--- src/pknorm_pkg.sv ---
// Package: widths, constants, divider request/response types and helpers for the peak normalizer.
`default_nettype none

package pknorm_pkg;

	localparam int MAX_SAMPLES = 64;
	localparam int SAMPLE_W    = 24;
	localparam int MINPK_W     = 23;
	localparam int CNT_W       = $clog2(MAX_SAMPLES + 1);
	localparam int ADDR_W      = (MAX_SAMPLES > 1) ? $clog2(MAX_SAMPLES) : 1;
	localparam int DIV_STEPS   = SAMPLE_W;
	localparam int STEP_W      = $clog2(DIV_STEPS + 1);

	localparam logic [MINPK_W-1:0]  MIN_PEAK_RST = MINPK_W'(8);
	localparam logic [SAMPLE_W-1:0] POS_MAX      = {1'b0, {(SAMPLE_W-1){1'b1}}};

	typedef struct packed {
		logic                start;
		logic [SAMPLE_W-1:0] mag;
		logic [SAMPLE_W-1:0] divisor;
	} div_req_t;

	typedef struct packed {
		logic                busy;
		logic                done;
		logic [SAMPLE_W-1:0] quot;
	} div_rsp_t;

	// |x| of a two's complement word, as unsigned; the most negative value maps to 2^23
	function automatic logic [SAMPLE_W-1:0] magnitude(input logic [SAMPLE_W-1:0] x);
		logic [SAMPLE_W-1:0] r;
		r = x[SAMPLE_W-1] ? (~x + 1'b1) : x;
		return r;
	endfunction

endpackage

`default_nettype wire

--- src/pknorm_ifs.sv ---
// Interfaces: sample stream, result stream and min_peak write channel.
`default_nettype none

interface pknorm_sample_if;
	logic                                valid;
	logic                                ready;
	logic signed [pknorm_pkg::SAMPLE_W-1:0] sample;
	logic                                last_sample;

	modport source (output valid, output sample, output last_sample, input ready);
	modport sink   (input valid, input sample, input last_sample, output ready);
endinterface

interface pknorm_result_if;
	logic                                valid;
	logic                                ready;
	logic signed [pknorm_pkg::SAMPLE_W-1:0] scaled;
	logic                                last_out;

	modport source (output valid, output scaled, output last_out, input ready);
	modport sink   (input valid, input scaled, input last_out, output ready);
endinterface

interface pknorm_cfg_if;
	logic                             valid;
	logic                             ready;
	logic [pknorm_pkg::MINPK_W-1:0]   min_peak;

	modport source (output valid, output min_peak, input ready);
	modport sink   (input valid, input min_peak, output ready);
endinterface

`default_nettype wire

--- src/pknorm_ram.sv ---
// Generic single-write, single-read synchronous RAM with registered read data.
`default_nettype none

module pknorm_ram #(
	parameter int DEPTH = 64,
	parameter int WIDTH = 24,
	parameter int AW    = (DEPTH > 1) ? $clog2(DEPTH) : 1
) (
	input  wire logic             clk,
	input  wire logic             we,
	input  wire logic [AW-1:0]    waddr,
	input  wire logic [WIDTH-1:0] wdata,
	input  wire logic             re,
	input  wire logic [AW-1:0]    raddr,
	output logic      [WIDTH-1:0] rdata
);

	logic [WIDTH-1:0] mem [DEPTH];

	always_ff @(posedge clk) begin
		if (we) begin
			mem[waddr] <= wdata;
		end
	end

	always_ff @(posedge clk) begin
		if (re) begin
			rdata <= mem[raddr];
		end
	end

endmodule

`default_nettype wire

--- src/pknorm_div.sv ---
// Radix-2 restoring divider: quot = mag * 2^23 / divisor, one quotient bit per cycle.
`default_nettype none

module pknorm_div (
	input  wire logic                 clk,
	input  wire logic                 arst_n,
	input  wire pknorm_pkg::div_req_t req,
	output pknorm_pkg::div_rsp_t      rsp
);

	import pknorm_pkg::*;

	logic [SAMPLE_W-1:0] rem_q;
	logic [SAMPLE_W-1:0] lo_q;
	logic [SAMPLE_W-1:0] quot_q;
	logic [SAMPLE_W-1:0] div_q;
	logic [STEP_W-1:0]   step_q;
	logic                busy_q;
	logic                done_q;

	logic [SAMPLE_W:0]   trial;
	logic                fits;
	logic [SAMPLE_W:0]   diff;

	// dividend is {mag, 23'b0}; its top bits (mag >> 1) are already below divisor
	assign trial = {rem_q, lo_q[SAMPLE_W-1]};
	assign fits  = trial >= {1'b0, div_q};
	assign diff  = trial - {1'b0, div_q};

	always_ff @(posedge clk or negedge arst_n) begin
		if (!arst_n) begin
			busy_q <= 1'b0;
			done_q <= 1'b0;
			step_q <= '0;
		end else if (req.start) begin
			busy_q <= 1'b1;
			done_q <= 1'b0;
			step_q <= STEP_W'(DIV_STEPS);
		end else if (busy_q) begin
			step_q <= step_q - 1'b1;
			if (step_q == STEP_W'(1)) begin
				busy_q <= 1'b0;
				done_q <= 1'b1;
			end
		end
	end

	always_ff @(posedge clk) begin
		if (req.start) begin
			rem_q  <= {1'b0, req.mag[SAMPLE_W-1:1]};
			lo_q   <= {req.mag[0], {(SAMPLE_W-1){1'b0}}};
			div_q  <= req.divisor;
			quot_q <= '0;
		end else if (busy_q) begin
			rem_q  <= fits ? diff[SAMPLE_W-1:0] : trial[SAMPLE_W-1:0];
			lo_q   <= {lo_q[SAMPLE_W-2:0], 1'b0};
			quot_q <= {quot_q[SAMPLE_W-2:0], fits};
		end
	end

	assign rsp.busy = busy_q;
	assign rsp.done = done_q;
	assign rsp.quot = quot_q;

endmodule

`default_nettype wire

--- src/peak_normalizer_top.sv ---
// Top level: sample store, peak tracking, flush sequencer and output register.
// Load: one word per cycle; the closing word is taken at once and the flush starts next cycle.
// Flush: each result when scaling goes through RAM read, fetch, 24-step divider and load;
// when the block passes unscaled, it goes through RAM read, fetch and load, with no divider.
// Input is not taken during a flush; the output register lets the next block load while
// the final result waits. Reset clears control state and sets min_peak to 8; no RAM clear.
`default_nettype none

module peak_normalizer_top (
	input  wire logic      clk,
	input  wire logic      arst_n,
	pknorm_sample_if.sink  sample_ch,
	pknorm_result_if.source result_ch,
	pknorm_cfg_if.sink     cfg_ch
);

	import pknorm_pkg::*;

	typedef enum logic [3:0] {
		S_LOAD  = 4'b0001,  // taking samples
		S_READ  = 4'b0010,  // RAM read issued
		S_FETCH = 4'b0100,  // read data back, divider launched when scaling
		S_DIV   = 4'b1000   // waiting on quotient / output slot
	} state_t;

	state_t              state_q;
	logic [MINPK_W-1:0]  min_peak_q;
	logic [CNT_W-1:0]    cnt_q;      // samples stored in the current block
	logic [CNT_W-1:0]    total_q;    // samples to flush
	logic [CNT_W-1:0]    idx_q;      // flush position
	logic [SAMPLE_W-1:0] peak_q;
	logic [SAMPLE_W-1:0] divisor_q;  // frozen peak for the flush
	logic                do_scale_q;
	logic [SAMPLE_W-1:0] raw_q;
	logic                out_valid_q;
	logic [SAMPLE_W-1:0] scaled_q;
	logic                last_q;

	logic                in_acc;
	logic                not_full;
	logic [SAMPLE_W-1:0] in_mag;
	logic [SAMPLE_W-1:0] peak_next;
	logic [CNT_W-1:0]    cnt_next;
	logic                ram_we;
	logic                ram_re;
	logic [SAMPLE_W-1:0] ram_rdata;
	div_req_t            div_req;
	div_rsp_t            div_rsp;
	logic                res_load;
	logic                res_last;
	logic [SAMPLE_W-1:0] res_val;
	logic [SAMPLE_W-1:0] quot_neg;

	// ---- config: always ready; the user must write it only while idle, the block does not enforce it
	assign cfg_ch.ready = 1'b1;

	always_ff @(posedge clk or negedge arst_n) begin
		if (!arst_n) begin
			min_peak_q <= MIN_PEAK_RST;
		end else if (cfg_ch.valid) begin
			min_peak_q <= cfg_ch.min_peak;
		end
	end

	// ---- load side
	assign sample_ch.ready = (state_q == S_LOAD);
	assign in_acc    = sample_ch.valid && sample_ch.ready;
	// once the store is full, later words (closing one too) are dropped from store and peak
	assign not_full  = cnt_q < CNT_W'(MAX_SAMPLES);
	assign in_mag    = magnitude(sample_ch.sample);
	assign peak_next = (not_full && (in_mag > peak_q)) ? in_mag : peak_q;
	assign cnt_next  = not_full ? cnt_q + 1'b1 : cnt_q;
	assign ram_we    = in_acc && not_full;

	// ---- flush side
	assign ram_re = (state_q == S_READ);

	pknorm_ram #(
		.DEPTH (MAX_SAMPLES),
		.WIDTH (SAMPLE_W),
		.AW    (ADDR_W)
	) u_store (
		.clk   (clk),
		.we    (ram_we),
		.waddr (cnt_q[ADDR_W-1:0]),
		.wdata (sample_ch.sample),
		.re    (ram_re),
		.raddr (idx_q[ADDR_W-1:0]),
		.rdata (ram_rdata)
	);

	assign div_req.start   = (state_q == S_FETCH) && do_scale_q;
	assign div_req.mag     = magnitude(ram_rdata);
	assign div_req.divisor = divisor_q;

	pknorm_div u_div (
		.clk    (clk),
		.arst_n (arst_n),
		.req    (div_req),
		.rsp    (div_rsp)
	);

	// sample equal to +peak gives 2^23: saturate; -peak wraps to -2^23, which is exact
	assign quot_neg = ~div_rsp.quot + 1'b1;
	always_comb begin
		if (!do_scale_q) begin
			res_val = raw_q;
		end else if (raw_q[SAMPLE_W-1]) begin
			res_val = quot_neg;
		end else if (div_rsp.quot[SAMPLE_W-1]) begin
			res_val = POS_MAX;
		end else begin
			res_val = div_rsp.quot;
		end
	end

	assign res_last = (idx_q + 1'b1) == total_q;
	assign res_load = (state_q == S_DIV) && (!do_scale_q || div_rsp.done)
	                  && (!out_valid_q || result_ch.ready);

	// ---- sequencer
	always_ff @(posedge clk or negedge arst_n) begin
		if (!arst_n) begin
			state_q    <= S_LOAD;
			cnt_q      <= '0;
			total_q    <= '0;
			idx_q      <= '0;
			peak_q     <= '0;
			do_scale_q <= 1'b0;
		end else begin
			case (state_q)
				S_LOAD: begin
					if (in_acc) begin
						if (sample_ch.last_sample) begin
							total_q    <= cnt_next;
							do_scale_q <= (peak_next >= {1'b0, min_peak_q}) && (peak_next != '0);
							cnt_q      <= '0;
							peak_q     <= '0;
							idx_q      <= '0;
							state_q    <= S_READ;
						end else begin
							cnt_q  <= cnt_next;
							peak_q <= peak_next;
						end
					end
				end
				S_READ: begin
					state_q <= S_FETCH;
				end
				S_FETCH: begin
					state_q <= S_DIV;
				end
				S_DIV: begin
					if (res_load) begin
						idx_q   <= idx_q + 1'b1;
						state_q <= res_last ? S_LOAD : S_READ;
					end
				end
				default: begin
					state_q <= S_LOAD;
				end
			endcase
		end
	end

	// frozen divisor and fetched word; payload, no reset
	always_ff @(posedge clk) begin
		if (in_acc && sample_ch.last_sample) begin
			divisor_q <= peak_next;
		end
		if (state_q == S_FETCH) begin
			raw_q <= ram_rdata;
		end
	end

	// ---- output register
	always_ff @(posedge clk or negedge arst_n) begin
		if (!arst_n) begin
			out_valid_q <= 1'b0;
		end else if (res_load) begin
			out_valid_q <= 1'b1;
		end else if (result_ch.ready) begin
			out_valid_q <= 1'b0;
		end
	end

	always_ff @(posedge clk) begin
		if (res_load) begin
			scaled_q <= res_val;
			last_q   <= res_last;
		end
	end

	assign result_ch.valid    = out_valid_q;
	assign result_ch.scaled   = scaled_q;
	assign result_ch.last_out = last_q;

	// ---- checks
	a_cnt_bound: assert property (@(posedge clk) disable iff (!arst_n)
		cnt_q <= CNT_W'(MAX_SAMPLES))
		else $error("store count past capacity");

	a_flush_idx: assert property (@(posedge clk) disable iff (!arst_n)
		(state_q != S_LOAD) |-> (idx_q < total_q))
		else $error("flush index beyond stored count");

	a_last_ends: assert property (@(posedge clk) disable iff (!arst_n)
		(res_load && res_last) |=> (state_q == S_LOAD))
		else $error("flush did not end on final result");

	a_div_idle: assert property (@(posedge clk) disable iff (!arst_n)
		div_req.start |-> !div_rsp.busy)
		else $error("divider launched while busy");

	a_nonzero_div: assert property (@(posedge clk) disable iff (!arst_n)
		div_req.start |-> (divisor_q != '0))
		else $error("divide by zero peak");

endmodule

`default_nettype wire
--- src/flat_wrapper.sv ---
// flat-port wrapper written by rule: the top's interface ports become plain ports
module peak_normalizer_top_flat import pknorm_pkg::*;
  (clk, arst_n, sample_ch_valid, sample_ch_sample, sample_ch_last_sample, sample_ch_ready, result_ch_valid, result_ch_scaled, result_ch_last_out, result_ch_ready, cfg_ch_valid, cfg_ch_min_peak, cfg_ch_ready);
  pknorm_sample_if sample_ch_i ();
  pknorm_result_if result_ch_i ();
  pknorm_cfg_if cfg_ch_i ();
  input  wire logic clk;
  input  wire logic arst_n;
  input wire logic [$bits(sample_ch_i.valid)-1:0] sample_ch_valid;
  input wire logic [$bits(sample_ch_i.sample)-1:0] sample_ch_sample;
  input wire logic [$bits(sample_ch_i.last_sample)-1:0] sample_ch_last_sample;
  output wire logic [$bits(sample_ch_i.ready)-1:0] sample_ch_ready;
  output wire logic [$bits(result_ch_i.valid)-1:0] result_ch_valid;
  output wire logic [$bits(result_ch_i.scaled)-1:0] result_ch_scaled;
  output wire logic [$bits(result_ch_i.last_out)-1:0] result_ch_last_out;
  input wire logic [$bits(result_ch_i.ready)-1:0] result_ch_ready;
  input wire logic [$bits(cfg_ch_i.valid)-1:0] cfg_ch_valid;
  input wire logic [$bits(cfg_ch_i.min_peak)-1:0] cfg_ch_min_peak;
  output wire logic [$bits(cfg_ch_i.ready)-1:0] cfg_ch_ready;
  assign sample_ch_i.valid = sample_ch_valid;
  assign sample_ch_i.sample = sample_ch_sample;
  assign sample_ch_i.last_sample = sample_ch_last_sample;
  assign sample_ch_ready = sample_ch_i.ready;
  assign result_ch_valid = result_ch_i.valid;
  assign result_ch_scaled = result_ch_i.scaled;
  assign result_ch_last_out = result_ch_i.last_out;
  assign result_ch_i.ready = result_ch_ready;
  assign cfg_ch_i.valid = cfg_ch_valid;
  assign cfg_ch_i.min_peak = cfg_ch_min_peak;
  assign cfg_ch_ready = cfg_ch_i.ready;
  peak_normalizer_top u_core (.clk(clk), .arst_n(arst_n), .sample_ch(sample_ch_i), .result_ch(result_ch_i), .cfg_ch(cfg_ch_i));
endmodule
--- config.mk ---
export PLATFORM = sky130hd
export DESIGN_NAME = peak_normalizer_top_flat
export DESIGN_NICKNAME = d
export VERILOG_FILES = /design/src/pknorm_pkg.sv /design/src/pknorm_ifs.sv /design/src/pknorm_ram.sv /design/src/pknorm_div.sv /design/src/peak_normalizer_top.sv /design/src/flat_wrapper.sv
export SDC_FILE = /design/constraint.sdc
export NUM_CORES = 2
export LEC_CHECK = 0
export BUFFER_PORTS_ARGS = -buffer_cell sky130_fd_sc_hd__buf_4
export CORE_MARGIN = 3
export CORE_UTILIZATION = 30
export DETAILED_ROUTE_END_ITERATION = 8
export PLACE_DENSITY = 0.51
export REMOVE_ABC_BUFFERS = 1
export SYNTH_ARGS = -nofsm -noshare
export SYNTH_HDL_FRONTEND = slang
export SYNTH_SLANG_ARGS = --single-unit
--- constraint.sdc ---
create_clock -name clk -period 15.9 [get_ports clk]
set_clock_uncertainty 0.1 [all_clocks]
set_input_delay 1.59 -clock clk [delete_from_list [all_inputs] [get_ports clk]]
set_output_delay 1.59 -clock clk [all_outputs]
set_load 0.05 [all_outputs]
Yosys cells after proc, flatten, opt, wreduce, memory -nomap -nowiden

Memories as Yosys holds them, arrays and structs flattened. A register that Yosys moved wholly into a read port is not among the register bits.
Index checks and enable logic that the tools add are counted.

Bits in registers: 227
Memory bits (writable): 1536
Input port bits: 53
Output and inout bits: 28
Logic and storage cells: 101
Memories kept: 1

Add/subtract/negate cells: 7
Order comparisons: 4
Equality and inequality tests: 9
Mux-type cells: 35
Bitwise logic cells: 3
Reduce and logical (&&, ||, !) cells: 22

Memories:

| memory             | words | width | read ports | clocked after memory_dff | write ports | RTL line         | text |
|---|---|---|---|---|---|---|---|
| u_core.u_store.mem | 64    | 24    | 1          | 1                        | 1           | pknorm_ram.sv:18 | `logic [WIDTH-1:0] mem [DEPTH];` |

Operator list:

| kind                                                                | number |
|---|---|
| 24-bit 2-to-1 mux                                                   | 9 |
| 24-bit by 1-bit adder with 24-bit output (second input constant)    | 3 |
| 24-bit inverter                                                     | 3 |
| 23-bit 2-to-1 mux                                                   | 3 |
| 7-bit 2-to-1 mux                                                    | 5 |
| 25-bit by 24-bit greater-or-equal comparator with 1-bit output      | 1 |
| 24-bit by 23-bit greater-or-equal comparator with 1-bit output      | 1 |
| 24-bit > comparator                                                 | 1 |
| 24-bit nonzero test                                                 | 1 |
| 24-bit subtractor                                                   | 1 |
| 4-bit one-hot mux with 4 select lines                               | 1 |
| 7-bit by 1-bit adder with 7-bit output (second input constant)      | 2 |
| 7-bit one-hot mux with 2 select lines                               | 1 |
| 4-bit 2-to-1 mux                                                    | 3 |
| 1-bit 2-to-1 mux                                                    | 10 |
| 5-bit 2-to-1 mux                                                    | 2 |
| 1-bit logical AND                                                   | 8 |
| 2-bit nonzero test                                                  | 4 |
| 7-bit == test                                                       | 1 |
| 7-bit less-than comparator (second input constant)                  | 1 |
| 3-bit AND reduction                                                 | 2 |
| 5-bit by 1-bit == test with 1-bit output (second input constant)    | 1 |
| 5-bit by 1-bit subtractor with 5-bit output (second input constant) | 1 |
| 4-bit by 1-bit == test with 1-bit output (second input constant)    | 1 |
| 10 further kinds                                                    | 14 |

Logic depth before layout (Yosys ltp)

Word-level depth: 8
Gate-level depth with buffers: 28
Depth with buffers taken out: 26

By module

Synthesis repeated with hierarchy kept, for this count alone.

Cell total of the unflattened synthesis: 3997
Area, all modules: 72842.4 sq um

Modules (own cells, without submodules):

| module              | times used | cells each | area an instance (sq um) |
|---|---|---|---|
| pknorm_ram          | 1          | 2610       | 59535.8 |
| peak_normalizer_top | 1          | 927        | 8754.6 |
| pknorm_div          | 1          | 460        | 4551.9 |

Least setup slack after synthesis

No wires, ideal clock.

Path kind: input to register
Start: in sample_ch_sample[5]
End: reg u_core.do_scale_q
Setup time: 0.130 ns
Data arrival time: 6.761 ns
Data required time: 15.670 ns
Setup slack: 8.909 ns
Stages: 28
Path buffers: 4
Cell sequence: clkbuf_1 > nor4_1 > nand3_1 > or4_1 > buf_2 > o31ai_1 > xor2_1 > inv_1 > ha_1 > a21oi_1 > o21ai_0 > a21o_1 > a211oi_1 > nor2_1 > o41ai_4 > clkbuf_1 > clkbuf_1 > nand2_1 > o21ai_0 > ha_1 > a21o_1 > a21o_1 > a21oi_1 > o21ai_0 > a211oi_1 > o31ai_1 > nor4_1 > nor3_1

Longest elaborated chain between the ends: 8
Elaborated cells on any way between the ends: 9
Those cells by class: 1 x add/sub; 2 x order compare; 2 x mux; 1 x bitwise; 3 x reduce/logical

RTL lines:

| what                                                                                                         | RTL line                   | text |
|---|---|---|
| start: declaration                                                                                           | flat_wrapper.sv:10         | `input wire logic [$bits(sample_ch_i.sample)-1:0] sample_ch_sample;` |
| 24-bit inverter                                                                                              | pknorm_pkg.sv:32           | `r = x[SAMPLE_W-1] ? (~x + 1'b1) : x;` |
| 24-bit by 1-bit adder with 24-bit output                                                                     | pknorm_pkg.sv:32           |  |
| 24-bit 2-to-1 mux *                                                                                          | pknorm_pkg.sv:32           |  |
| 24-bit > comparator *                                                                                        | peak_normalizer_top.sv:71  | `assign peak_next = (not_full && (in_mag > peak_q)) ? in_mag : peak_q;` |
| 1-bit logical AND *                                                                                          | peak_normalizer_top.sv:71  |  |
| 24-bit 2-to-1 mux *                                                                                          | peak_normalizer_top.sv:71  |  |
| named net u_core.peak_next[1]                                                                                | peak_normalizer_top.sv:42  | `logic [SAMPLE_W-1:0] peak_next;` |
| 24-bit by 23-bit greater-or-equal comparator with 1-bit output / 24-bit nonzero test (equally long branches) | peak_normalizer_top.sv:136 | `do_scale_q <= (peak_next >= {1'b0, min_peak_q}) && (peak_next != '0);` |
| 1-bit logical AND *                                                                                          | peak_normalizer_top.sv:136 |  |
| end signal: assignment                                                                                       | peak_normalizer_top.sv:136 |  |
| end: declaration                                                                                             | peak_normalizer_top.sv:33  | `logic do_scale_q;` |

The timed path passes the listed nets; every way through them passes the cells marked *.
A chain may end at the register's enable or synchronous reset.

Worst setup path in the final report

Start: in sample_ch_sample[9]
End: reg u_core.do_scale_q

Longest elaborated chain between the ends: 8
Elaborated cells on any way between the ends: 9
Those cells by class: 1 x add/sub; 2 x order compare; 2 x mux; 1 x bitwise; 3 x reduce/logical

RTL lines:

| what                                                                                                         | RTL line |
|---|---|
| 24-bit inverter                                                                                              | pknorm_pkg.sv:32 |
| 24-bit by 1-bit adder with 24-bit output                                                                     | pknorm_pkg.sv:32 |
| 24-bit 2-to-1 mux *                                                                                          | pknorm_pkg.sv:32 |
| 24-bit > comparator                                                                                          | peak_normalizer_top.sv:71 |
| 1-bit logical AND                                                                                            | peak_normalizer_top.sv:71 |
| 24-bit 2-to-1 mux *                                                                                          | peak_normalizer_top.sv:71 |
| 24-bit by 23-bit greater-or-equal comparator with 1-bit output / 24-bit nonzero test (equally long branches) | peak_normalizer_top.sv:136 |
| 1-bit logical AND *                                                                                          | peak_normalizer_top.sv:136 |

Mark *: on every way between the ends. The rest lies on a longest branch, timed or not.

==> flow_summary.json <==
{
  "status": "finished clean",
  "ir_drop_mv": 0.107,
  "p_per_area_mw_per_mm2": 128,
  "postRouteWirelength_mm": 206,
  "first_iter_violations": 3743,
  "numClockSinks": 1787,
  "final_util_pct": 35.1,
  "synth-seq-cells": 1787,
  "fin_nets": 3970,
  "die_area_sq_mm": 0.246,
  "grt_pass1_wl_mm": 289,
  "syn-cell-area_sq_mm": 0.0721,
  "fp.dieW_microns": 496,
  "tightest_slew_ns": 1.17,
  "ff2ff_setup_slack_ns": 10.31,
  "whs_ns": 0.317,
  "path_buf_inv": 3,
  "power_uw": 10700,
  "slowest_delay_ns": 0.73,
  "start_util_pct": 30.2,
  "yosysTopAreaCell": "edfxtp_1",
  "worst_setup_path_start_kind": "primary input",
  "endpoint_kind": "register",
  "crit_type": "in -> reg",
  "hold_viol": 0,
  "post_cts_buffers": 0,
  "rsz0062_at_grt": "false",
  "layout_commonest_cell": "edfxtp_1",
  "drt-pass1-iter-count": 5,
  "hpwl_mm": 118,
  "p_leak_uw": 0.0259,
  "setup_viol": 0,
  "area_delta_synth_final_pct": 16.0,
  "path_common_cell": "a21o_1",
  "synth_top_area_share_pct": 70.0,
  "syn_avg_cell_area_sq_um": 19.9,
  "antenna_found_initial": 25,
  "worstPathArrival_ns": 7.76,
  "fin_area_sq_mm": 0.0836,
  "maxSlewHeadroom_pct": 22.1,
  "cts_buffer_depth": 3,
  "synth.distinct_cells": 71,
  "synthArstFlopShare_pct": 4.53,
  "cts_resized": 0,
  "yosysSeqAreaShare_pct": 73.5,
  "drv_slew": 0,
  "drive_above_1_share_pct": 27.1,
  "drc": 0,
  "row_count": 179,
  "cts_hold_buf": 0,
  "grt_overflow": 0,
  "critPathSlowestCell": "or4_1",
  "grt_max_degree": 98,
  "io_buffers": 79,
  "yosys-top-cells-area": "edfxtp_1 (70%), mux4_2 (16%), dfrtp_1 (2.7%)",
  "avgViaCountPerCell": 5.05,
  "synthFlopType": "edfxtp_1",
  "grt_pass1_vias": 36500,
  "clk_pin_slew_ns": 0.06,
  "die_h_microns": 496,
  "htree_num_levels": 4,
  "routedWlPerCell_microns": 28.7,
  "final_cell_mix": "edfxtp_1 (1681), mux4_2 (504), buf_4 (196)",
  "grt_usage_pct": 16.6,
  "cts_buffers": 189,
  "synth-edff-count": 1681,
  "finalCritPeriodShare_pct": 45.3,
  "cts_root_buf": "clkbuf_16",
  "place_area_sq_mm": 0.0774,
  "tritoncts": "built",
  "finalSetupTns_ns": 0,
  "io-pin-count": 81,
  "required_ns": 16.46,
  "maxCapViolCount": 0,
  "drtAntennaViolNets": 0,
  "clock_latency_ns": 0.86,
  "globalplace.congestion": 0.831,
  "yosysWarnings": 0,
  "coreArea_sq_mm": 0.239,
  "vias": 36200,
  "syn_inst": 3629,
  "path_max_fanout": 69,
  "path_delay_family": "compound AO/OA/AOI/OAI gates",
  "post-route-min-period_ns": 7.21,
  "min_path_type": "reg -> reg",
  "max_freq_ghz": 0.139
}
-- cell usage after synthesis (14+ instances only) --
master / n
edfxtp_1: 1681
mux4_2: 504
nor2_1: 169
nand2_1: 144
o21ai_0: 142
clkbuf_1: 128
inv_1: 125
dfrtp_1: 79
ha_1: 78
a21oi_1: 73
buf_1: 47
xnor2_1: 45
xor2_1: 45
mux2i_1: 30
a211oi_1: 25
dfxtp_1: 25
nor4_1: 22
nor3_1: 21
a21o_1: 18
nand3_1: 18
nand4_1: 18
o31ai_1: 18
mux2_2: 14
nor2b_1: 14
-- registers in the layout, summed over array words and instances (netlist names) --
register and count:
u_core.u_div.busy_q 1, u_core.peak_q 24, u_core.u_div.quot_q 24, u_core.u_div.done_q 1, u_core.u_div.div_q 24, u_core.raw_q 24, u_core.do_scale_q 1, u_core.result_ch.last_out 1
u_core.total_q 7, u_core.idx_q 7, u_core.u_div.step_q 5, u_core.u_div.lo_q 1, u_core.divisor_q 24, u_core.min_peak_q 23, u_core.result_ch.scaled 24, u_core.u_div.rem_q 24
u_core.result_ch.valid 1, u_core.u_store.rdata 24, u_core.state_q 4, u_core.u_store.mem 1536, u_core.cnt_q 7
-- worst register-to-register path, stage by stage (launching register included) --
cell,delay (ns)
dfrtp_4,0.88
buf_4,0.94
buf_4,0.82
buf_4,0.77
mux4_2,0.47
mux4_2,0.61
mux4_2,0.66
-- per-stage QoR --
stage / setup WS (ns) / std cells
2_1_floorplan: -0.849 / 3448
3_3_place_gp: 7.91 / 6814
3_5_place_dp: 7.94 / 6814
4_1_cts: 8.81 / 7166
5_1_grt: 8.34 / 7166
6_report: 8.69 / 7169
-- final cells by class --
| cell class | count | area, sq um |
|---|---|---|
| sequential | 1787 | 53000 |
| multi-input combinational | 1536 | 18400 |
| timing repair buffer | 199 | 1530 |
| tap | 3167 | 3960 |
| inverter | 125 | 469 |
| antenna | 3 | 7.51 |
| clock inverter | 114 | 1210 |
| clock buffer | 238 | 4990 |
| fill | 22300 | 155000 |
-- logic make-up after synthesis --
kind of cell               share of synthesized area (%)
DFF                                                 73.5
muxes                                               16.4
and+or+nand+nor                                     2.99
AOI/OAI and AO/OA                                   3.02
buffers and inverters                               1.61
xor gates and xnor gates                            1.09
adders and majority gates                           1.38
other                                            0.00520
-- power breakdown --
group          switching (uW)  total [uW]  internal [uW]
Clock                    1910        4390           2480
Sequential               78.0        5380           5300
Combinational             605         939            334
Total                    2590       10700           8110
-- per-layer routing --
layer	global-route usage (%)	routed length, microns	share of wire (%)
met5	0	45	0.022
met2	26.8	98300	48
met4	4.24	4390	2.1
met3	2.68	11500	5.6
met1	23.5	91600	45
-- final timing paths --
kind                                           start                       end  cells past startpoint
worst max-delay path             sample_ch_sample[9]         u_core.do_scale_q                     26
worst min-delay path            u_core.divisor_q[20]    u_core.u_div.div_q[20]                      0
worst max register to register       u_core.idx_q[1]  u_core.u_store.rdata[10]                      6
worst min register to register  u_core.divisor_q[20]    u_core.u_div.div_q[20]                      0
max in group asynchronous                     arst_n           u_core.idx_q[0]                      2
min in group asynchronous                     arst_n       u_core.u_div.done_q                      1
Note: power is estimated with default switching activity, not from simulation.
